==> src/hw/rtl/lrsc_pkg.sv <==
// ----------------------------------------------------------------------------
// lrsc_pkg
// shared types and constants for the lr/sc reservation monitor
// ----------------------------------------------------------------------------
package lrsc_pkg;

    localparam int OP_W   = 3;
    localparam int HART_W = 3;
    localparam int ADDR_W = 32;
    localparam int DATA_W = 32;
    localparam int WORD_W = 30;
    localparam int CNT_W  = 4;

    // operation codes
    localparam logic [OP_W-1:0] OP_LR         = 3'd0;
    localparam logic [OP_W-1:0] OP_SC         = 3'd1;
    localparam logic [OP_W-1:0] OP_STORE      = 3'd2;
    localparam logic [OP_W-1:0] OP_CLEAR_SELF = 3'd3;
    localparam logic [OP_W-1:0] OP_DEVICE     = 3'd4;

    // active hart count after reset
    localparam logic [CNT_W-1:0] ACTIVE_HARTS_RESET = 4'd8;

    typedef struct packed {
        logic [OP_W-1:0]   operation;
        logic [HART_W-1:0] hart_id;
        logic [ADDR_W-1:0] address;
        logic [DATA_W-1:0] write_value;
    } in_beat_t;

    typedef struct packed {
        logic              sc_failed;
        logic              commit_write;
        logic [WORD_W-1:0] commit_word_address;
        logic [DATA_W-1:0] commit_value;
    } out_beat_t;

endpackage

==> src/hw/rtl/lr_sc_reservation_monitor.sv <==
// ----------------------------------------------------------------------------
// lr_sc_reservation_monitor
// per-hart word reservations for lr/sc, cleared by sc, clear-self, stores and device writes
// ----------------------------------------------------------------------------
//
//  channel  | signals                    | beat
//  ---------+----------------------------+------------------------------------
//  in       | in_valid, in_stall, in_data| one access (op, hart, addr, data)
//  out      | out_valid, out_stall,      | one result per access
//           | out_data                   |
//  cfg      | cfg_we, cfg_wdata          | active hart count, written any edge
//
//  one beat per cycle sustained while out_stall is low; each access passes
//  the input register, then the result register. all reservations are
//  compared in parallel in one pass. reset clears every reservation valid
//  bit and sets active_harts to 8. out_stall freezes a full result register
//  and, when the input register is full, backs up to in_stall in the same cycle.
//
module lr_sc_reservation_monitor #(
    parameter int HART_COUNT = 8
) (
    input  logic                            clk,
    input  logic                            rst_n,
    input  logic                            cfg_we,
    input  logic [lrsc_pkg::CNT_W-1:0]      cfg_wdata,
    input  logic                            in_valid,
    output logic                            in_stall,
    input  lrsc_pkg::in_beat_t              in_data,
    output logic                            out_valid,
    input  logic                            out_stall,
    output lrsc_pkg::out_beat_t             out_data
);

    // configuration
    logic [lrsc_pkg::CNT_W-1:0] active_harts_reg;

    // input register
    logic               s1_valid_reg;
    logic               s1_valid_next;
    lrsc_pkg::in_beat_t s1_data_reg;

    // result register
    logic                out_valid_reg;
    logic                out_valid_next;
    lrsc_pkg::out_beat_t out_data_reg;
    lrsc_pkg::out_beat_t out_data_next;

    // reservation state: valid bits reset, words are payload
    logic [HART_COUNT-1:0]         rsv_valid_reg;
    logic [HART_COUNT-1:0]         rsv_valid_next;
    logic [lrsc_pkg::WORD_W-1:0]   rsv_word_reg [HART_COUNT];

    // per-hart decode
    logic [lrsc_pkg::WORD_W-1:0] word;
    logic [HART_COUNT-1:0]       in_range;
    logic [HART_COUNT-1:0]       hart_sel;
    logic [HART_COUNT-1:0]       match_vec;
    logic                        live;
    logic                        own_hit;
    logic                        advance;
    logic                        fire;

    // result register moves when empty or taken downstream
    assign advance  = !out_valid_reg || !out_stall;
    assign fire     = advance && s1_valid_reg;
    assign in_stall = s1_valid_reg && !advance;

    assign word = s1_data_reg.address[lrsc_pkg::ADDR_W-1:2];

    // live hart: below both the configured count and the instance size
    assign live = ({29'd0, s1_data_reg.hart_id} < {28'd0, active_harts_reg})
               && ({29'd0, s1_data_reg.hart_id} < 32'(HART_COUNT));

    always_comb
    begin
        for (int h = 0; h < HART_COUNT; h++)
        begin
            in_range[h]  = 32'(h) < {28'd0, active_harts_reg};
            hart_sel[h]  = live && ({29'd0, s1_data_reg.hart_id} == 32'(h));
            match_vec[h] = rsv_valid_reg[h] && (rsv_word_reg[h] == word);
        end
    end

    // requester holds a reservation on this word
    assign own_hit = |(match_vec & hart_sel);

    // next reservation valid bits and result
    always_comb
    begin
        rsv_valid_next = rsv_valid_reg;
        out_data_next  = '0;
        case (s1_data_reg.operation)
            lrsc_pkg::OP_LR:
            begin
                rsv_valid_next = rsv_valid_reg | hart_sel;
            end
            lrsc_pkg::OP_SC:
            begin
                if (own_hit)
                begin
                    // success drops every active reservation on the word
                    rsv_valid_next                    = rsv_valid_reg & ~(match_vec & in_range);
                    out_data_next.commit_write        = 1'b1;
                    out_data_next.commit_word_address = word;
                    out_data_next.commit_value        = s1_data_reg.write_value;
                end
                else
                begin
                    rsv_valid_next          = rsv_valid_reg & ~hart_sel;
                    out_data_next.sc_failed = 1'b1;
                end
            end
            lrsc_pkg::OP_STORE:
            begin
                rsv_valid_next = rsv_valid_reg & ~(match_vec & in_range);
            end
            lrsc_pkg::OP_CLEAR_SELF:
            begin
                rsv_valid_next = rsv_valid_reg & ~hart_sel;
            end
            lrsc_pkg::OP_DEVICE:
            begin
                rsv_valid_next = rsv_valid_reg & ~in_range;
            end
            default:
            begin
                rsv_valid_next = rsv_valid_reg;
            end
        endcase
    end

    always_comb
    begin
        s1_valid_next = s1_valid_reg;
        if (!in_stall)
        begin
            s1_valid_next = in_valid;
        end
        out_valid_next = out_valid_reg;
        if (advance)
        begin
            out_valid_next = s1_valid_reg;
        end
    end

    // control state
    always_ff @(posedge clk or negedge rst_n)
    begin
        if (!rst_n)
        begin
            active_harts_reg <= lrsc_pkg::ACTIVE_HARTS_RESET;
            s1_valid_reg     <= 1'b0;
            out_valid_reg    <= 1'b0;
            rsv_valid_reg    <= '0;
        end
        else
        begin
            if (cfg_we)
            begin
                active_harts_reg <= cfg_wdata;
            end
            s1_valid_reg  <= s1_valid_next;
            out_valid_reg <= out_valid_next;
            if (fire)
            begin
                rsv_valid_reg <= rsv_valid_next;
            end
        end
    end

    // payload registers
    always_ff @(posedge clk)
    begin
        if (!in_stall && in_valid)
        begin
            s1_data_reg <= in_data;
        end
        if (fire)
        begin
            out_data_reg <= out_data_next;
        end
        for (int h = 0; h < HART_COUNT; h++)
        begin
            if (fire && (s1_data_reg.operation == lrsc_pkg::OP_LR) && hart_sel[h])
            begin
                rsv_word_reg[h] <= word;
            end
        end
    end

    assign out_valid = out_valid_reg;
    assign out_data  = out_data_reg;

    // a result is never both a commit and a failure
    assert property (@(posedge clk) disable iff (!rst_n)
        out_valid_reg |-> !(out_data_reg.sc_failed && out_data_reg.commit_write))
        else $error("sc result both failed and committed");

    // commit fields are zero outside a commit
    assert property (@(posedge clk) disable iff (!rst_n)
        (out_valid_reg && !out_data_reg.commit_write) |->
            (out_data_reg.commit_word_address == '0 && out_data_reg.commit_value == '0))
        else $error("commit fields set without commit");

    // load-reserved from a live hart leaves that hart reserved
    assert property (@(posedge clk) disable iff (!rst_n)
        (fire && s1_data_reg.operation == lrsc_pkg::OP_LR) |=>
            ((rsv_valid_reg & $past(hart_sel)) == $past(hart_sel)))
        else $error("load-reserved did not set reservation");

    // device write leaves no active hart reserved
    assert property (@(posedge clk) disable iff (!rst_n)
        (fire && s1_data_reg.operation == lrsc_pkg::OP_DEVICE) |=>
            ((rsv_valid_reg & $past(in_range)) == '0))
        else $error("device write left a reservation");

    // a successful store-conditional leaves nobody active reserved on that word
    assert property (@(posedge clk) disable iff (!rst_n)
        (fire && s1_data_reg.operation == lrsc_pkg::OP_SC && own_hit) |=>
            ((rsv_valid_reg & $past(match_vec & in_range)) == '0))
        else $error("sc success kept a matching reservation");

endmodule

==> config.mk <==
export PLATFORM = sky130hd
export DESIGN_NAME = lr_sc_reservation_monitor
export DESIGN_NICKNAME = d
export VERILOG_FILES = /design/src/hw/rtl/lrsc_pkg.sv /design/src/hw/rtl/lr_sc_reservation_monitor.sv
export SDC_FILE = /design/constraint.sdc
export NUM_CORES = 1
export LEC_CHECK = 0
export CORE_MARGIN = 8
export CORE_UTILIZATION = 57
export CTS_CLUSTER_DIAMETER = 40
export DETAILED_ROUTE_END_ITERATION = 7
export DONT_BUFFER_PORTS = 1
export GPL_TIMING_DRIVEN = 0
export PLACE_DENSITY = 0.72
export SETUP_SLACK_MARGIN = 0.05
export SLEW_MARGIN = 20
export SYNTH_ARGS = -nofsm -noshare
export SYNTH_HDL_FRONTEND = slang
export SYNTH_SLANG_ARGS = --single-unit
==> constraint.sdc <==
create_clock -name clk -period 4.86 [get_ports clk]
set_input_delay 0.486 -clock clk [delete_from_list [all_inputs] [get_ports clk]]
set_output_delay 0.486 -clock clk [all_outputs]
set_load 0.02 [all_outputs]
==> impl_metrics.py, run 1 <==
metrics = {
    "run_status": {
        "outcome": "complete, no violations",
    },
    "pwr": {
        "clockPowerShare_pct": 45.4,
        "swShare_pct": 22.3,
        "pwr-share-comb_pct": 5.1,
        "cellLeakagePower_nw": 5.78,
        "seq_power_share_pct": 49.6,
        "power_density_mw_per_mm2": 439,
        "ir_worst_vdd_uv": 532,
        "internal-power_mw": 6.14,
        "p_sw_mw": 1.76,
    },
    "synth": {
        "yosysMostFrequentCell": "edfxtp_1",
        "ys_types": 53,
        "synth_area_sq_mm": 0.0157,
        "synth_area_leaders": "edfxtp_1, xnor2_1, and2_1",
        "synthArstFlopShare_pct": 3.63,
        "yosys_warnings": 0,
        "synth_seq_cells": 386,
        "yosysTopAreaCellShare_pct": 71.3,
        "yosysTopAreaCell": "edfxtp_1",
        "synthesis.nets": 1047,
        "netlist_instances": 966,
        "seq_area_frac_synth_pct": 73.5,
        "synth_edf_count": 372,
        "synth_area_per_cell_sq_um": 16.2,
        "ys.flop_type": "edfxtp_1",
        "synth_commonest_cells": "edfxtp_1, xnor2_1, and2_1, nand4_1, nand2_1",
    },
    "global_route": {
        "grt.total_usage_pct": 22.2,
        "grt_use_met2_pct": 35.4,
        "met3_usage_pct": 5.39,
        "grt_pass1_vias": 8230,
        "overflow": 0,
        "grt_max_degree": 40,
        "use_met1_pct": 29.8,
        "antenna_found_initial": 0,
        "grt-busiest-layer": "met2",
        "grt_pass1_wl_um": 53500,
    },
    "timing": {
        "rsz0062_at_grt": "no",
        "hold_viol": 0,
        "setup_viol": 0,
        "fin_crit_sh_pct": 85.9,
        "maxSlewViolCount": 0,
        "tns_ps": 0,
        "maxSlewHeadroom_pct": 30.4,
        "min_period_ps": 4170,
        "finClkSkew_ps": 24.8,
        "worst_pin_slew_ps": 1030,
        "worst_slack_ps": 686,
        "max_clock_freq_mhz": 240,
    },
    "floorplanning": {
        "pin_count": 145,
        "initial_core_util_pct": 58.1,
        "die_height_um": 182,
        "core_sq_mm": 0.0270,
        "row_count": 60,
        "die-area_sq_mm": 0.0330,
        "fp.dieW_um": 182,
    },
    "layout": {
        "instances_no_fill": 1400,
        "diodes": 0,
        "layout-area-overhead-vs-synth_pct": 14.9,
        "largest_reg_flops": 240,
        "drive_gt1_share_pct": 13.3,
        "nets": 1104,
    },
    "setup_path": {
        "cp_num_buf_inv": 2,
        "max_stage_delay_ps": 880,
        "cp-start-kind": "flip-flop",
        "cp_max_fo": 10,
        "cpMaxStageDelayCell": "nor4_1",
        "crit_type": "flip-flop to flip-flop",
        "crit_chain": "buf_2, xnor2_1, nand4_1, nor4_1, nand3_1, and4_4, a21oi_4, clkbuf_1, and2_1",
        "cpLargestDelayFamily": "simple AND/OR/NAND/NOR gates",
        "cp-end-kind": "flip-flop",
        "worst_ep_required_time_ps": 5270,
        "arrival_ps": 4580,
    },
    "detailed_routing": {
        "drtIter0Drc": 806,
        "ant_nets": 0,
        "routed_wl_um": 37100,
        "vias": 8266,
        "route.detailed.drc": 0,
        "vias_per_cell": 5.90,
        "wire_per_inst_um": 26.5,
        "dr.pass1.iters": 5,
    },
    "cts": {
        "clockBufferDepth": 3,
        "cts_tree": "done",
        "ctsHtreeMaxLevel": 2,
        "post_cts_resized": 0,
        "cts_setup_buffers": 0,
        "root_buffer": "clkbuf_16",
        "cts.hold.buffers_added": 1,
        "clock_sinks": 386,
        "worstSkewPairLatency_ps": 550,
        "cts.clk_slew.worst_paths_ps": 70,
        "cts_made_buffers": 44,
    },
    "placement": {
        "dpl_worst_slack_ps": 772,
        "port-buffer-count": 0,
        "gp_congestion": 0.874,
        "place_hpwl_um": 24900,
        "dpl.cell_count": 1317,
    },
    "worst_hold_path": {
        "hold_path_class": "primary input to flip-flop",
    },
    "run": {
        "maxCapViolations": 0,
    },
}
worst register-to-register path, delay by kind of cell, from the launching register on:
kind / cells / cell delay, ps
AND/OR/NAND/NOR: 5 / 1740
buffers and inverters: 2 / 1140
AO/OA/AOI/OAI: 1 / 240
XOR/XNOR: 1 / 190
flip-flops: 1 / 760
per-stage QoR:
step / utilization [%] / hold slack (ps) / total power, mW / area [sq um]
floorplan: - / 190 / 4.21 / 15700
global route: 66.8 / 12.7 / 8.11 / 18000
global placement: 59.7 / 191 / 4.37 / 16100
CTS: 66.8 / 18.8 / 7.95 / 18000
detailed placement: 60.8 / 191 / 4.38 / 16400
finish: 66.8 / 28.2 / 7.90 / 18000
cell families after synthesis:
logic type               Yosys count  share of synthesized area, %
flip-flops                       386                          73.5
AO/OA/AOI/OAI                     53                          2.38
buffers and inverters             50                          1.84
AND/OR/NAND/NOR                  232                          8.46
multiplexers                       2                         0.144
XOR/XNOR                         241                          13.5
adder cells (fa/ha/maj)            2                         0.160
power by group through the flow:
stage	clock network, mW	logic [mW]	registers, mW
final	3.59	0.401	3.92
after global routing	3.75	0.432	3.93
after CTS	3.63	0.402	3.92
after detailed placement	0	0.395	3.99
after global placement	0	0.373	4.00
after floorplan	0	0.277	3.94
cell type report:
type,instances,area [sq um]
buffer,40,250
tap,341,427
clock buffer,49,1150
inverter,10,40.0
multi-input combinational,530,3910
clock inverter,33,462
sequential,386,11500
timing repair buffer,11,240
fill,1782,8950
layer usage:
metal	wire length, um	vias to the layer above
li1	-	3680
met5	0	-
met2	17500	393
met1	15300	4127
met4	968	0
met3	3330	66
cell usage in the layout, fill, tap and decap left out, drive strengths merged, types with 2 or more instances in the layout:
cell,n
a32o,2
nor3b,3
nand2b,2
dfrtp,13
and2,63
nand3,16
ha,2
edfxtp,372
clkinv,14
o31ai,2
clkbuf,54
nor2b,2
o311ai,2
clkinvlp,3
a31oi,6
o211ai,4
nand4,62
nand2,27
nor2,26
xnor2,234
a21oi,9
nor4,16
buf,45
and3,2
o21ai,12
o22ai,2
a21o,3
bufinv,9
mux2,2
inv,17
nor3,6
xor2,7
final timing paths:
kind                            slack (ps)            start               end  cells past startpoint
max in group asynchronous             3950            rst_n  rsv_valid_reg[0]                      1
worst min-delay path                    30      in_data[59]   s1_data_reg[59]                      0
worst min register to register         490     s1_valid_reg         out_valid                      1
worst max register to register         690  s1_data_reg[61]      out_data[33]                      9
worst max-delay path                   690  s1_data_reg[61]      out_data[33]                      9
min in group asynchronous              450            rst_n  rsv_valid_reg[7]                      1
Power figures use the tool's default switching activity.
==> run 2, diff against run 1 <==
--- a/config.mk
+++ b/config.mk
@@ -11,7 +11,7 @@
 export DETAILED_ROUTE_END_ITERATION = 7
 export DONT_BUFFER_PORTS = 1
 export GPL_TIMING_DRIVEN = 0
-export PLACE_DENSITY = 0.72
+export PLACE_DENSITY = 0.79
 export SETUP_SLACK_MARGIN = 0.05
 export SLEW_MARGIN = 20
 export SYNTH_ARGS = -nofsm -noshare
==> impl_metrics.py, run 2 (synthesized netlist as in run 1, its figures left out) <==
metrics = {
    "layout": {
        "instances_no_fill": 1396,
        "fin_util_pct": 66.2,
        "nets": 1104,
        "layout-area-overhead-vs-synth_pct": 13.8,
        "diodes": 0,
        "layout_common_cells": "edfxtp_1, xnor2_1, nand4_1, and2_1, clkbuf_16",
        "drive_gt1_share_pct": 12.5,
        "largest_reg_flops": 240,
        "final_common_cell": "edfxtp_1",
    },
    "placement": {
        "port-buffer-count": 0,
        "dpl.cell_count": 1316,
        "place_hpwl_um": 24700,
        "gp_congestion": 0.859,
        "dpl_worst_slack_ps": 427,
    },
    "cts": {
        "ctsHtreeMaxLevel": 2,
        "root_buffer": "clkbuf_16",
        "cts_tree": "done",
        "cts_made_buffers": 45,
        "worstSkewPairLatency_ps": 540,
        "clockBufferDepth": 3,
        "post_cts_resized": 0,
        "cts.clk_slew.worst_paths_ps": 60,
        "clock_sinks": 386,
    },
    "pwr": {
        "power_mw": 7.59,
        "cellLeakagePower_nw": 5.69,
        "pwr-share-comb_pct": 5.3,
        "power_density_mw_per_mm2": 425,
        "seq_power_share_pct": 51.7,
        "swShare_pct": 22.6,
        "internal-power_mw": 5.87,
        "ir_worst_vdd_uv": 283,
        "p_sw_mw": 1.72,
        "clockPowerShare_pct": 43.0,
    },
    "detailed_routing": {
        "routed_wl_um": 37600,
        "highest-signal-layer": "met4",
        "wl_met2_um": 18100,
        "wire_per_inst_um": 26.9,
        "drtIter0Drc": 853,
        "vias_per_cell": 6.01,
        "route.detailed.drc": 0,
        "ant_nets": 0,
        "dr_wl_met3_um": 3940,
        "vias": 8393,
        "wl_met1_um": 14700,
        "dr.pass1.iters": 5,
    },
    "timing": {
        "fin_crit_sh_pct": 91.1,
        "min_period_ps": 4430,
        "rsz0062_at_grt": "no",
        "finClkSkew_ps": 15.8,
        "maxSlewHeadroom_pct": 19.9,
        "setup_viol": 0,
        "hold_viol": 0,
        "maxSlewViolCount": 0,
        "tns_ps": 0,
        "worst_slack_ps": 433,
        "max_clock_freq_mhz": 226,
        "worst_pin_slew_ps": 1190,
    },
    "global_route": {
        "overflow": 0,
        "antenna_found_initial": 0,
        "grt_max_degree": 45,
        "grt_pass1_vias": 8358,
        "grt.total_usage_pct": 22.3,
        "grt_pass1_wl_um": 53800,
    },
    "floorplanning": {
        "die_height_um": 182,
        "die-area_sq_mm": 0.0330,
        "row_count": 60,
        "initial_core_util_pct": 58.1,
        "core_sq_mm": 0.0270,
        "pin_count": 145,
        "fp.dieW_um": 182,
    },
    "setup_path": {
        "arrival_ps": 4820,
        "max_stage_delay_ps": 1020,
        "crit_type": "flip-flop to flip-flop",
        "cpLargestDelayFamily": "simple AND/OR/NAND/NOR gates",
        "cp-start-kind": "flip-flop",
        "cpMostUsedCell": "nand4_1",
        "cpMaxStageDelayCell": "nor4_1",
        "cp_num_buf_inv": 2,
        "crit_chain": "buf_2, xnor2_1, nand4_1, nor4_1, nand4_1, and4_4, a21oi_4, clkbuf_1, and2_1",
        "worst_ep_required_time_ps": 5250,
        "cp_max_fo": 10,
        "cp-end-kind": "flip-flop",
    },
    "worst_hold_path": {
        "hold_path_class": "primary input to flip-flop",
    },
    "run": {
        "maxCapViolations": 0,
    },
    "run_status": {
        "outcome": "complete, no violations",
    },
}
run 2: timing repair:
item / 4_1_cts / 5_1_grt
hold buffers: 1 / 0
endpoints found under the hold margin: 14 / 0
buffers inserted: 0 / 0
run 2: path summary, 6_finish.rpt:
kind / endpoint / slack (ps) / cells after the start / startpoint
setup / recovery: out_data[35] / 430 / 9 / s1_data_reg[47]
hold / removal: s1_data_reg[60] / 40 / 0 / in_data[60]
setup reg to reg: out_data[35] / 430 / 9 / s1_data_reg[47]
hold reg to reg: out_valid / 510 / 1 / s1_valid_reg
max in group asynchronous: rsv_valid_reg[1] / 3860 / 1 / rst_n
min in group asynchronous: out_valid / 490 / 1 / rst_n
run 2: metrics by stage:
stage / hold slack [ps] / instance area [sq um]
after floorplan: 190 / 15700
after global placement: 191 / 16100
after detailed placement: 191 / 16400
after CTS: 20.8 / 17800
after global routing: 13.4 / 17800
final: 37.2 / 17800
run 2: cell type report:
| cell class | instances | area, sq um |
|---|---|---|
| plain buffers | 40 | 250 |
| clock buffers | 53 | 1210 |
| clock inverters | 26 | 246 |
| repair buffers | 10 | 220 |
| well taps | 341 | 427 |
| fillers | 1776 | 9120 |
| multi-input cells | 530 | 3920 |
| flip-flops and latches | 386 | 11500 |
| inverters | 10 | 40.0 |
run 2: layer usage:
| metal | track usage [%] | vias to the layer above |
|---|---|---|
| li1 | - | 3690 |
| met1 | 29.3 | 4191 |
| met2 | 36.2 | 452 |
| met3 | 5.61 | 60 |
| met4 | 6.72 | 0 |
| met5 | 0 | - |
run 2: power groups by stage:
stage	logic, mW	registers, mW	clock network, mW
3_3_place_gp	0.367	4.00	0
4_1_cts	0.399	3.92	3.30
2_1_floorplan	0.277	3.94	0
6_report	0.399	3.92	3.26
3_5_place_dp	0.392	3.99	0
5_1_grt	0.430	3.93	3.43
